## src/rtl/qsw_pkg.sv

```systemverilog
// Shared types and constants for the quintic switching-function pipeline.
// No dependencies; every other file in rtl/ refers to this package by scoped names.
package qsw_pkg;

    // Fraction bits of distance-type quantities
    localparam int DIST_FRAC_BITS = 16;

    // Pipeline depth: three front stages for u, five back stages for the polynomials
    localparam int NUM_STAGES   = 8;
    localparam int FRONT_STAGES = 3;
    localparam int BACK_STAGES  = NUM_STAGES - FRONT_STAGES;

    // Split point of the 48-bit reciprocal into two 24-bit halves
    localparam int INV_SPLIT = 24;

    // Right shift that turns g * inverse_width into Q16.32 slope units
    localparam int SLOPE_SHIFT = INV_SPLIT - DIST_FRAC_BITS;

    // Fixed-point constants
    localparam logic [32:0] ONE_Q32       = 33'h1_0000_0000;
    localparam logic [36:0] TEN_Q32       = 37'h0A_0000_0000;
    localparam logic [31:0] RND31         = 32'h8000_0000;
    localparam logic [15:0] RND15         = 16'h8000;
    localparam logic [47:0] SLOPE_MAG_MAX = 48'h8000_0000_0000;

    // Configuration register indexes
    localparam logic [1:0] REG_START_DISTANCE = 2'd0;
    localparam logic [1:0] REG_SWITCH_WIDTH   = 2'd1;
    localparam logic [1:0] REG_INVERSE_WIDTH  = 2'd2;

    // Configuration reset values
    localparam logic [31:0] START_DISTANCE_RST = 32'd0;
    localparam logic [31:0] SWITCH_WIDTH_RST   = 32'd65536;
    localparam logic [47:0] INVERSE_WIDTH_RST  = 48'h0001_0000_0000;

    // Region codes
    typedef enum logic [1:0] {
        REGION_INSIDE = 2'd0,
        REGION_SWITCH = 2'd1,
        REGION_BEYOND = 2'd2
    } region_t;

    // Configuration register bundle
    typedef struct packed {
        logic [31:0] start_distance;
        logic [31:0] switch_width;
        logic [47:0] inverse_width;
    } cfg_t;

endpackage

```

## src/rtl/qsw_ctrl.sv

```systemverilog
// Valid tracking and per-stage load enables for the switching-function pipeline.
// Depends on qsw_pkg for the stage count.
module qsw_ctrl
(
    input  logic                             clk,
    input  logic                             rst_n,
    input  logic                             in_valid,
    output logic                             in_stall,
    output logic                             out_valid,
    input  logic                             out_stall,
    output logic [qsw_pkg::NUM_STAGES-1:0]   load
);

    logic [qsw_pkg::NUM_STAGES-1:0] valid_reg;
    logic [qsw_pkg::NUM_STAGES-1:0] valid_next;
    logic [qsw_pkg::NUM_STAGES-1:0] ready;

    // A stage may load when it is empty or its content moves on
    always_comb
    begin
        ready[qsw_pkg::NUM_STAGES-1] = !valid_reg[qsw_pkg::NUM_STAGES-1] || !out_stall;
        for (int k = qsw_pkg::NUM_STAGES - 2; k >= 0; k--)
        begin
            ready[k] = !valid_reg[k] || ready[k+1];
        end
    end

    // Advance valid bits with the data
    always_comb
    begin
        valid_next[0] = ready[0] ? in_valid : valid_reg[0];
        for (int k = 1; k < qsw_pkg::NUM_STAGES; k++)
        begin
            valid_next[k] = ready[k] ? valid_reg[k-1] : valid_reg[k];
        end
    end

    always_ff @(posedge clk or negedge rst_n)
    begin
        if (!rst_n)
        begin
            valid_reg <= '0;
        end
        else
        begin
            valid_reg <= valid_next;
        end
    end

    assign load      = ready;
    assign in_stall  = !ready[0];
    assign out_valid = valid_reg[qsw_pkg::NUM_STAGES-1];

endmodule

```

## config.mk

```make
export PLATFORM = sky130hd
export DESIGN_NAME = qsw_ctrl
export DESIGN_NICKNAME = d
export VERILOG_FILES = /design/src/rtl/qsw_pkg.sv /design/src/rtl/qsw_ctrl.sv
export SDC_FILE = /design/constraint.sdc
export NUM_CORES = 1
export LEC_CHECK = 0
export BUFFER_PORTS_ARGS = -buffer_cell sky130_fd_sc_hd__buf_2
export CAP_MARGIN = 20
export CORE_AREA = 2 2 39 41
export DETAILED_ROUTE_END_ITERATION = 10
export DIE_AREA = 0 0 41 43
export PLACE_DENSITY = 0.57
export SYNTH_ARGS = -nofsm -noshare
export SYNTH_HDL_FRONTEND = slang
export SYNTH_SLANG_ARGS = --single-unit
export TNS_END_PERCENT = 50
```

## constraint.sdc

```tcl
create_clock -name clk -period 1.05 [get_ports clk]
set_input_delay 0.105 -clock clk [delete_from_list [all_inputs] [get_ports clk]]
set_output_delay 0.105 -clock clk [all_outputs]
set_load 0.02 [all_outputs]
```

After elaboration in Yosys (flattened, before gate mapping):

Index checks and enable logic that the tools add are counted.

* flip-flop bits (word level): 8
* bits of input ports: 4
* output and inout bits: 10
* word-level logic and storage cells: 26

* reductions and logical operators: 18

Operators with widths (count)
* $logic_not A1 Y1: 10
* $logic_or A1 B1 Y1: 8

Depth between registers and ports, before layout:

* word-level depth: 10
* mapped depth: 3
* depth with buffers taken out: 2

Worst setup path after synthesis:

No wires, ideal clock.

* kind: register to output
* start point: register valid_reg[7] (netlist name)
* end point: output port load[0] (netlist name)
* arrival time: 1.091 ns
* data required time: 0.945 ns
* path slack: -0.146 ns
* cell stages (with the launch flop): 4
* cell sequence: dfrtp_1 -> and4_4 -> buf_6 -> nand4_1

* word-level cells in the longest chain between the ends: 9

Ends and longest elaborated chain
* from (decl): RTL line qsw_ctrl.sv:14 `logic [qsw_pkg::NUM_STAGES-1:0] valid_reg;`
* from (signal assigned): RTL line qsw_ctrl.sv:46 `valid_reg <= valid_next;`
* $logic_not A1 Y1: RTL line qsw_ctrl.sv:21 `ready[qsw_pkg::NUM_STAGES-1] = !valid_reg[qsw_pkg::NUM_STAGES-1] || !out_stall;`
* $logic_or A1 B1 Y1: RTL line qsw_ctrl.sv:21
* $logic_or A1 B1 Y1 (7 in series): RTL line qsw_ctrl.sv:24 `ready[k] = !valid_reg[k] || ready[k+1];`
* to (decl): RTL line qsw_ctrl.sv:11 `output logic [qsw_pkg::NUM_STAGES-1:0] load`

No other way between the ends.

Final worst setup path:

* start point: register valid_reg[6] (netlist name)
* end point: output port load[1] (netlist name)

* word-level cells in the longest chain between the ends: 7

Ends and longest elaborated chain (RTL line)
* $logic_not A1 Y1: qsw_ctrl.sv:24
* $logic_or A1 B1 Y1 (6 in series): qsw_ctrl.sv:24

No other way between the ends.

==> impl_metrics.py <==
metrics = {
    "pwr": {
        "ir_worst_vdd_mv": 0.875,
        "p_sw_uw": 401,
        "seq_power_share": 0.330,
        "power_per_cell_area_nw_per_um2": 1890,
        "p_total_uw": 1210,
        "intPower_uw": 812,
        "leakagePower_uw": 0.000289,
        "combPwrFrac": 0.460,
        "p_sw_frac": 0.331,
        "p_clk_frac": 0.210,
    },
    "global_route": {
        "track_usage": 0.130,
        "grt_busiest_layer": "met2",
        "antenna_found_initial": 0,
        "grt_max_degree": 9,
        "grt_pass1_wl_mm": 1.52,
        "gr-usage-met1": 0.164,
        "grt.met2_usage": 0.188,
        "grt_pass1_vias": 354,
        "grt_overflow_total": 0,
        "met3_usage": 0.0366,
    },
    "min_path": {
        "hold_depth": 2,
        "min_delay_worst_endpoint": "valid_reg[0]",
        "hp-class": "input port to flop",
        "holdCritStartpoint": "in_valid",
    },
    "finish": {
        "nFillCells": 135,
        "drive_gt1_frac": 0.673,
        "diodes": 0,
        "num-nets-final": 60,
        "regArea_um2": 201,
        "final_cell_area_um2": 642,
        "area.growth.synth_to_final_pct": 85.2,
        "multi_input_area_um2": 170,
        "fin_cells": 71,
        "largest_reg_flops": 8,
    },
    "timing": {
        "rsz0062_at_grt": "yes",
        "hold_viol_final": 0,
        "tightest_slew_ps": 251,
        "fmax_mhz": 750,
        "finClkSkew_ps": 8.73,
        "setup_viol": 12,
        "period_share": 1.27,
        "drv_slew": 0,
        "fin_crit_ps": 1330,
        "setup_tns_ps": -2050,
        "worst_slack_ps": -283,
        "slew_headroom": 0.832,
        "hold_slack_ps": 39.3,
    },
    "routing": {
        "routed-via-count": 325,
        "ant_nets": 0,
        "dr.pass1.iters": 3,
        "post_drt_wl_per_cell_um": 12.0,
        "via_per_inst": 4.58,
        "wl_um": 849,
        "first_iter_violations": 4,
        "drc": 0,
    },
    "logic_synthesis": {
        "ys_warn_count": 0,
        "ys_seq_area_frac": 0.578,
        "yosysUniqueCellTypes": 14,
        "synth_area_um2": 347,
        "syn_inst": 29,
        "yosys_register_bits": 8,
        "synth.avg_cell_area_um2": 12.0,
        "syn_nets": 33,
    },
    "clocking": {
        "cts_tree": "built",
        "insertion_delay_ps": 260,
        "htree_levels": 1,
        "clockRootBuffer": "clkbuf_4",
        "cts.sinks": 8,
        "clockBufferDepth": 2,
        "cts_made_buffers": 3,
        "cts.clk_slew.worst_paths_ps": 60,
    },
    "place": {
        "portBuffers": 13,
        "place_area_um2": 472,
        "placed_cells": 64,
        "gp_congestion": 0.702,
        "dp_hpwl_um": 550,
    },
    "worst_setup_path": {
        "worst-setup-path-type": "flop to output pin",
        "cp_max_fo": 7,
        "cp_slowest_cell": "dfrtp_1",
        "r2r_setup_slack_ps": -140,
        "worstPathRequired_ps": 940,
        "cpPeakStageDelay_ps": 340,
        "reg2regPathDepth": 4,
        "crit_top_cell": "buf_6",
        "critPathLaunchType": "flop",
        "worst_setup_path_end_kind": "output pin",
        "r2r_end": "valid_reg[3]",
        "r2r_start": "valid_reg[6]",
        "cp.arrival_ps": 1230,
        "crit_chain": "and4_4 -> buf_6 -> nand3_4 -> buf_6",
    },
    "job": {
        "max_cap_viol_count": 0,
    },
    "status": {
        "failed_checks": "negative setup slack",
        "outcome": "complete, but fails checks",
    },
    "floorplan": {
        "core_area_um2": 1380,
        "fp-row-count": 14,
        "ios": 14,
        "dieArea_um2": 1760,
        "fp.dieH_um": 43,
        "start_util": 0.250,
        "die_x_um": 41,
    },
}
==> Yosys cell counts <==
cell type,count,area share
a31o_1,2,0.051
a41o_1,1,0.029
buf_6,2,0.065
nand2_1,3,0.032
dfrtp_1,8,0.58
and3_1,1,0.018
nand4_1,1,0.018
inv_2,1,0.011
a21o_1,2,0.043
nand2b_1,2,0.036
and4_1,1,0.025
and4_4,1,0.032
or2_1,1,0.018
nand3_1,3,0.043
==> kinds of logic after synthesis <==
| logic type | synth area share |
|---|---|
| AOI/OAI and AO/OA | 0.123 |
| DFF | 0.578 |
| buffers and inverters | 0.0758 |
| and+or+nand+nor | 0.224 |
==> layer usage <==
metal  up-vias  part of all wire
met2        12              0.54
met1       155              0.38
met3         0             0.077
li1        158                 -
met5         -                 0
met4         0                 0
==> critical path: cells and delay by family, from the launching register on <==
family,cells,cell delay [ps]
flops,1,340
buf+inv,2,270
simple gates,2,360
==> cell usage in the layout (no fill, tap or decap) <==
cell type / instances
buf_6: 12
clkbuf_1: 1
inv_2: 1
a21o_1: 2
nand2b_1: 2
and4_4: 2
nand2_2: 2
buf_2: 3
dlygate4sd3_1: 1
buf_4: 8
a31o_1: 2
nand3_2: 1
nand4_1: 1
clkbuf_4: 3
a41o_1: 1
dfrtp_2: 1
nand2_4: 1
or2_1: 1
nand3_4: 2
dfrtp_1: 7
and3_4: 1
==> repair_timing <==
item | 4_1_cts | 5_1_grt
resized for setup | 24 | 10
pin swaps | 5 | 3
cloned | 0 | 0
endpoints found under the setup margin | 12 | 14
buffers inserted | 1 | 1
hold buffers | 1 | 0
endpoints found under the hold margin | 8 | 0
==> layout make-up <==
class | instances | share of cell area
Clock buffer | 4 | 0.0409
Inverter | 1 | 0.00585
Sequential cell | 8 | 0.314
Multi-Input combinational cell | 18 | 0.265
Tap cell | 16 | 0.0312
Timing Repair Buffer | 24 | 0.343
==> power groups by stage <==
| stage | clock network (uW) | logic [uW] | registers, uW |
|---|---|---|---|
| after floorplan | 0 | 227 | 406 |
| after global placement | 0 | 383 | 396 |
| after detailed placement | 0 | 382 | 397 |
| after CTS | 273 | 500 | 394 |
| after global routing | 293 | 606 | 407 |
| final | 254 | 558 | 400 |
==> metrics by stage <==
step           worst slack (ps)   util
2_1_floorplan             -68.2      -
3_5_place_dp              -40.1  0.341
5_1_grt                    -346  0.464
3_3_place_gp              -34.2  0.341
4_1_cts                    -317  0.429
6_report                   -283  0.464
==> worst max path at each step <==
stage                      start       end  depth (start not counted)
finish              valid_reg[6]   load[1]                          4
global route        valid_reg[6]   load[1]                          4
detailed placement  valid_reg[6]  in_stall                          3
floorplan           valid_reg[7]   load[0]                          3
CTS                 valid_reg[7]  in_stall                          3
global placement    valid_reg[2]  in_stall                          3
No activity file was read; power rests on OpenSTA's default activity.
