**config.mk**
```make
export PLATFORM = sky130hd
export DESIGN_NAME = qsw_upos
export DESIGN_NICKNAME = d
export VERILOG_FILES = /design/src/rtl/qsw_pkg.sv /design/src/rtl/qsw_upos.sv
export SDC_FILE = /design/constraint.sdc
export NUM_CORES = 2
export LEC_CHECK = 0
export ABC_AREA = 1
export BUFFER_PORTS_ARGS = -buffer_cell sky130_fd_sc_hd__buf_2
export CORE_ASPECT_RATIO = 1.5
export CORE_UTILIZATION = 36
export DETAILED_ROUTE_END_ITERATION = 10
export PLACE_DENSITY = 0.55
export REMOVE_ABC_BUFFERS = 1
export SLEW_MARGIN = 20
export SYNTH_ARGS = -nofsm -noshare
export SYNTH_HDL_FRONTEND = slang
export SYNTH_SLANG_ARGS = --single-unit
```
**constraint.sdc**
```tcl
create_clock -name clk -period 8.5 [get_ports clk]
set_clock_uncertainty 0.1 [all_clocks]
set_input_delay 0.425 -clock clk [delete_from_list [all_inputs] [get_ports clk]]
set_output_delay 0.425 -clock clk [all_outputs]
set_load 0.1 [all_outputs]
```
**src/rtl/qsw_pkg.sv**
```systemverilog
// Shared types and constants for the quintic switching-function pipeline.
// No dependencies; every other file in rtl/ refers to this package by scoped names.
package qsw_pkg;

    // Fraction bits of distance-type quantities
    localparam int DIST_FRAC_BITS = 16;

    // Pipeline depth: three front stages for u, five back stages for the polynomials
    localparam int NUM_STAGES   = 8;
    localparam int FRONT_STAGES = 3;
    localparam int BACK_STAGES  = NUM_STAGES - FRONT_STAGES;

    // Split point of the 48-bit reciprocal into two 24-bit halves
    localparam int INV_SPLIT = 24;

    // Right shift that turns g * inverse_width into Q16.32 slope units
    localparam int SLOPE_SHIFT = INV_SPLIT - DIST_FRAC_BITS;

    // Fixed-point constants
    localparam logic [32:0] ONE_Q32       = 33'h1_0000_0000;
    localparam logic [36:0] TEN_Q32       = 37'h0A_0000_0000;
    localparam logic [31:0] RND31         = 32'h8000_0000;
    localparam logic [15:0] RND15         = 16'h8000;
    localparam logic [47:0] SLOPE_MAG_MAX = 48'h8000_0000_0000;

    // Configuration register indexes
    localparam logic [1:0] REG_START_DISTANCE = 2'd0;
    localparam logic [1:0] REG_SWITCH_WIDTH   = 2'd1;
    localparam logic [1:0] REG_INVERSE_WIDTH  = 2'd2;

    // Configuration reset values
    localparam logic [31:0] START_DISTANCE_RST = 32'd0;
    localparam logic [31:0] SWITCH_WIDTH_RST   = 32'd65536;
    localparam logic [47:0] INVERSE_WIDTH_RST  = 48'h0001_0000_0000;

    // Region codes
    typedef enum logic [1:0] {
        REGION_INSIDE = 2'd0,
        REGION_SWITCH = 2'd1,
        REGION_BEYOND = 2'd2
    } region_t;

    // Configuration register bundle
    typedef struct packed {
        logic [31:0] start_distance;
        logic [31:0] switch_width;
        logic [47:0] inverse_width;
    } cfg_t;

endpackage

```
**src/rtl/qsw_upos.sv**
```systemverilog
// Front stages: region classification, offset from start and unit position u (Q0.32).
// Depends on qsw_pkg for the configuration bundle, region codes and constants.
module qsw_upos
(
    input  logic                                  clk,
    input  logic [qsw_pkg::FRONT_STAGES-1:0]      load,
    input  qsw_pkg::cfg_t                         cfg,
    input  logic [31:0]                           distance,
    output logic [31:0]                           u,
    output qsw_pkg::region_t                      region
);

    // Stage 1: classify and take the offset
    logic [32:0]       end_dist;
    qsw_pkg::region_t  s1_region_next;
    qsw_pkg::region_t  s1_region_reg;
    logic [31:0]       s1_d_next;
    logic [31:0]       s1_d_reg;

    always_comb
    begin
        end_dist = {1'b0, cfg.start_distance} + {1'b0, cfg.switch_width};
        if (distance <= cfg.start_distance)
        begin
            s1_region_next = qsw_pkg::REGION_INSIDE;
        end
        else if ({1'b0, distance} >= end_dist)
        begin
            s1_region_next = qsw_pkg::REGION_BEYOND;
        end
        else
        begin
            s1_region_next = qsw_pkg::REGION_SWITCH;
        end
        s1_d_next = distance - cfg.start_distance;
    end

    always_ff @(posedge clk)
    begin
        if (load[0])
        begin
            s1_region_reg <= s1_region_next;
            s1_d_reg      <= s1_d_next;
        end
    end

    // Stage 2: multiply the offset by both halves of the reciprocal
    logic [55:0]       s2_lo_next;
    logic [55:0]       s2_lo_reg;
    logic [55:0]       s2_hi_next;
    logic [55:0]       s2_hi_reg;
    qsw_pkg::region_t  s2_region_reg;

    assign s2_lo_next = 56'(s1_d_reg)
                      * 56'(cfg.inverse_width[qsw_pkg::INV_SPLIT-1:0]);
    assign s2_hi_next = 56'(s1_d_reg)
                      * 56'(cfg.inverse_width[47:qsw_pkg::INV_SPLIT]);

    always_ff @(posedge clk)
    begin
        if (load[1])
        begin
            s2_lo_reg     <= s2_lo_next;
            s2_hi_reg     <= s2_hi_next;
            s2_region_reg <= s1_region_reg;
        end
    end

    // Stage 3: combine the partial products, round and saturate u
    logic [56:0]       lo_sum;
    logic [40:0]       lo_part;
    logic [41:0]       u_sum;
    logic              u_sat;
    logic [31:0]       s3_u_next;
    logic [31:0]       s3_u_reg;
    qsw_pkg::region_t  s3_region_reg;

    always_comb
    begin
        lo_sum    = 57'(s2_lo_reg) + 57'(qsw_pkg::RND15);
        lo_part   = lo_sum[56:16];
        u_sum     = 42'({s2_hi_reg[23:0], 8'b0}) + 42'(lo_part);
        u_sat     = (|s2_hi_reg[55:24]) || (|u_sum[41:32]);
        s3_u_next = u_sat ? 32'hFFFF_FFFF : u_sum[31:0];
    end

    always_ff @(posedge clk)
    begin
        if (load[2])
        begin
            s3_u_reg      <= s3_u_next;
            s3_region_reg <= s2_region_reg;
        end
    end

    assign u      = s3_u_reg;
    assign region = s3_region_reg;

endmodule

```
# --- After elaboration in Yosys (flattened, before gate mapping) ---
# Cells that the tools add are included.
word_totals:
  ff_bits: 182
  latchBits: 0
  mem_bits_rw: 0
  elab_cells: 19
  in_bits: 148
  mem_bits_ro: 0
  memories: 0
op_classes:
  mux: 1
  n_lt_le_gt_ge: 2
  multipliers: 2
  bitwise: 0
  n_addsub: 4
  n_shift: 0
  eq_ne: 0
  n_reduce_logical: 3
  n_div: 0
ops:
  columns: ["operator", "n"]
  rows:
  - ["32-bit by 24-bit multiplier with 56-bit output", 2]
  - ["56-bit by 16-bit adder with 57-bit output, second input constant", 1]
  - ["32-bit by 41-bit adder with 42-bit output", 1]
  - ["32-bit by 32-bit adder with 33-bit output", 1]
  - ["32-bit by 33-bit >= comparator with 1-bit output", 1]
  - ["32-bit less-or-equal comparator", 1]
  - ["32-bit OR reduction", 1]
  - ["32-bit subtractor", 1]
  - ["10-bit OR reduction", 1]
  - ["2-bit 2-to-1 mux", 1]
  - ["1-bit logical OR", 1]

# --- Depth between registers and ports, before layout ---
depth:
  depth_word: 4
  mapped_depth: 33
  depth_no_buf: 31

# --- Worst setup path after synthesis ---
# Ideal clock, no wire load.
synth_path:
  path_type: "register to register"
  from: "register s1_d_reg[15]"
  to: "register s2_hi_reg[43] (data pin)"
  t_required_ps: 8135
  period_less_slack_ps: 6527
  arrival_time_ps: 6162
  path_slack_ps: 1973
  path_buffers: 2
  path_stages_with_launch: 26
  cell_sequence: "edfxtp_1 > clkbuf_1 > buf_1 > nand2_1 > fa_1 > inv_1 > fa_1 > inv_1 > fa_1 > fa_1 > inv_1 > fa_1 > fa_1 > inv_1 > fa_1 > inv_1 > ha_1 > a21oi_1 > o21ai_0 > a21oi_1 > o21ai_0 > a21oi_1 > nor2_1 > nor2_1 > o21ai_0 > xor2_1"
synth_between:
  elab_chain_len: 1
synth_lines:
  columns: ["item", "line_no", "source"]
  rows:
  - ["start, declared", "qsw_upos.sv:18", "logic [31:0] s1_d_reg;"]
  - ["start signal, assigned", "qsw_upos.sv:43", "s1_d_reg <= s1_d_next;"]
  - ["32-bit by 24-bit multiplier with 56-bit output", "qsw_upos.sv:57", "* 56'(cfg.inverse_width[47:qsw_pkg::INV_SPLIT]);"]
  - ["named net s2_hi_next[43]", "qsw_upos.sv:50", "logic [55:0] s2_hi_next;"]
  - ["end signal, assigned", "qsw_upos.sv:64", "s2_hi_reg <= s2_hi_next;"]
  - ["end, declared", "qsw_upos.sv:51", "logic [55:0] s2_hi_reg;"]
# The timed path passes the listed nets, and every way through them passes these cells.
# A chain may end at the register's enable or synchronous reset.

# --- Worst setup path after layout ---
layout_path:
  from: "register s1_d_reg[24]"
  to: "register s2_hi_reg[38] (data pin)"
# The elaborated chain is that of the path after synthesis.

==> impl_metrics.csv <==
group,metric,value,unit
setup_path,crit_path_frequent_cell,"fa_1",
setup_path,r2r_cells,22,
floorplanning,pin_count,182,
floorplanning,coreArea,0.175,mm^2
synthesis,synth_area,0.0632,mm^2
sta,tightest_slew,1.12,ns
layout,syn_to_final_growth,6.66,%
setup_path,cp_max_fo,24,
synthesis,yosysWarnings,0,
clock_tree,clkSlewWorstSetupHoldPaths,0.08,ns
layout,instances_no_fill,10400,
floorplanning,initial_utilization,36.2,%
sta,finalHoldWorstSlack,0.295,ns
routing,m1WireLength,71100,um
clock_tree,clockBufferDepth,2,
setup_path,slowest_stage,"edfxtp_1",
clock_tree,cts_buffers,17,
sta,drv_slew,0,
setup_path,path_cells,"buf_12, nand2_1, fa_1, inv_1, fa_1, inv_1, fa_1, fa_1, inv_1, fa_1, fa_1, inv_1, fa_1, inv_1, ha_1, a21oi_1, inv_1, a21oi_1, a21boi_0, o21ai_0, a21oi_1, xnor2_1",
clock_tree,cts_tree,"built",
global_routing,grt_max_degree,62,
clock_tree,cts_post_setup_buffers_inserted,0,
placement,portBuffers,181,
sta,maxSlewHeadroom,24.7,%
setup_path,worstSetupPathType,"register to register",
sta,period_needed,7.76,ns
floorplanning,die_h,515,um
floorplanning,rows,188,
sta,finalSetupViolations,0,
routing,drt_iter0_markers,2499,
layout,mostFrequentLayoutCells,"inv_1, nand2_1, fa_1",
layout,final_core_util,38.6,%
routing,wl_met3,7180,um
floorplanning,dieArea,0.177,mm^2
layout,drive_gt1_share,4.29,%
hold_path,hp-class,"input port to register",
floorplanning,die_w,344,um
global_routing,overflow,0,
flow_run,drv_cap,0,
placement,gp_congestion,0.918,
synthesis,ys_ff_latch,167,
setup_path,arrival,7.88,ns
global_routing,grt_pass1_wl,312000,um
clock_tree,clkLatencyLatePin,0.54,ns
setup_path,critPathCaptureType,"register",
sta,hold_viol_final,0,
setup_path,start_kind,"register",
clock_tree,root_buffer,"clkbuf_16",
placement,dp.cells,10400,
routing,vias,50400,
clock_tree,clock_sinks,167,
synthesis,synthTopCellsByArea,"fa_1, inv_1, nand2_1, ha_1, edfxtp_1",
routing,first_pass_iters,6,
routing,top_layer_used,"met5",
synthesis,synth.distinct_cells,46,
sta,grt_setup_unrepaired,"no",
layout,layout_commonest_cell,"inv_1",
hold_path,hold_depth,3,
global_routing,grt_pass1_vias,56600,
sta,min_period_over_period,91.3,%
routing,via_per_inst,4.83,
setup_path,crit_required,8.62,ns
routing,wl_met2,106000,um
global_routing,grt_antenna_before_repair,2,
routing,drc,0,
synthesis,ys_seq_area_share,7.94,%
global_routing,grt_use_total,23.1,%
routing,routed_wl,196000,um
synthesis,syn-instance-count,8147,
sta,setup-tns-final,0,ns
sta,fmax,129,MHz
synthesis,avgSynthCellArea,7.76,um^2
synthesis,synth_area_leader_cell,"fa_1",
clock_tree,cts_hold_buf,0,
synthesis,synth_top_area_share,41.8,%
placement,dp_hpwl,161000,um
setup_path,max_stage_delay,1.01,ns
layout,final_nets,10100,
clock_tree,cts_resized,0,
status,status,"completed",
routing,wl_per_cell,18.8,um
clock_tree,htree_levels,4,
layout,largest_reg_flops,56,
routing,ant_nets,0,
-- stage by stage --
step	area (um^2)	worst slack, ns
4_1_cts	67400	0.708
2_1_floorplan	62000	1.75
5_1_grt	67400	0.354
6_report	67400	0.738
3_5_place_dp	66800	0.736
3_3_place_gp	66800	0.533
-- synthesized netlist by cell type (all sizes together) --
cell type / number
inv: 2541
nand2: 2064
fa: 1318
ha: 481
nor2: 320
a21oi: 263
clkbuf: 257
edfxtp: 167
o21ai: 131
xor2: 129
nand3: 85
xnor2: 81
nand4: 60
buf: 56
a31oi: 42
nor3: 30
nor4: 20
o21bai: 14
a21o: 13
o211ai: 11
o21a: 11
a21boi: 10
o31ai: 7
o221ai: 6
a211oi: 4
a221oi: 4
nand3b: 4
o2111ai: 4
and3: 3
a31o: 2
and2: 2
o311ai: 2
or2: 2
a311oi: 1
o221a: 1
o22ai: 1
-- logic make-up after synthesis --
family / Yosys count / share of synthesized area, %
xor+xnor: 210 / 2.91
compound gates: 527 / 4.66
flops: 167 / 7.94
simple gates: 2590 / 16.2
buf+inv: 2854 / 17.0
fa+ha+maj: 1799 / 51.3
-- worst paths after layout --
| kind | startpoint | to | slack [ns] |
|---|---|---|---|
| max | s1_d_reg[24] | s2_hi_reg[38] | 0.74 |
| min | cfg[80] | s1_d_reg[0] | 0.30 |
| max reg2reg | s1_d_reg[24] | s2_hi_reg[38] | 0.74 |
| min reg2reg | s1_region_reg[1] | s2_region_reg[1] | 0.32 |
-- metal layers --
metal	GRT usage [%]	vias up
met5	0	-
met4	12.1	2
met3	1.77	441
met2	44.4	1349
met1	24.7	25400
li1	-	23300
-- critical path, delay by kind of cell, from the launching register on --
kind	cells	cell delay, ns
xor gates and xnor gates	1	0.24
and+or+nand+nor	1	0.11
AOI/OAI and AO/OA	5	1.34
buffers and inverters	7	0.67
adders and majority gates	8	3.98
DFF	1	1.01
-- layout make-up --
type / instances / area, um^2
clock inverter: 14 / 151
sequential: 167 / 5010
antenna: 2 / 5.00
tap: 2280 / 2850
multi-input combinational: 5126 / 47400
clock buffer: 18 / 429
inverter: 2541 / 9540
timing repair buffer: 287 / 1990
fill: 18400 / 107000
Power is not shown: default switching activity piles up to over one toggle a cycle in this logic, so the estimate is an artifact.
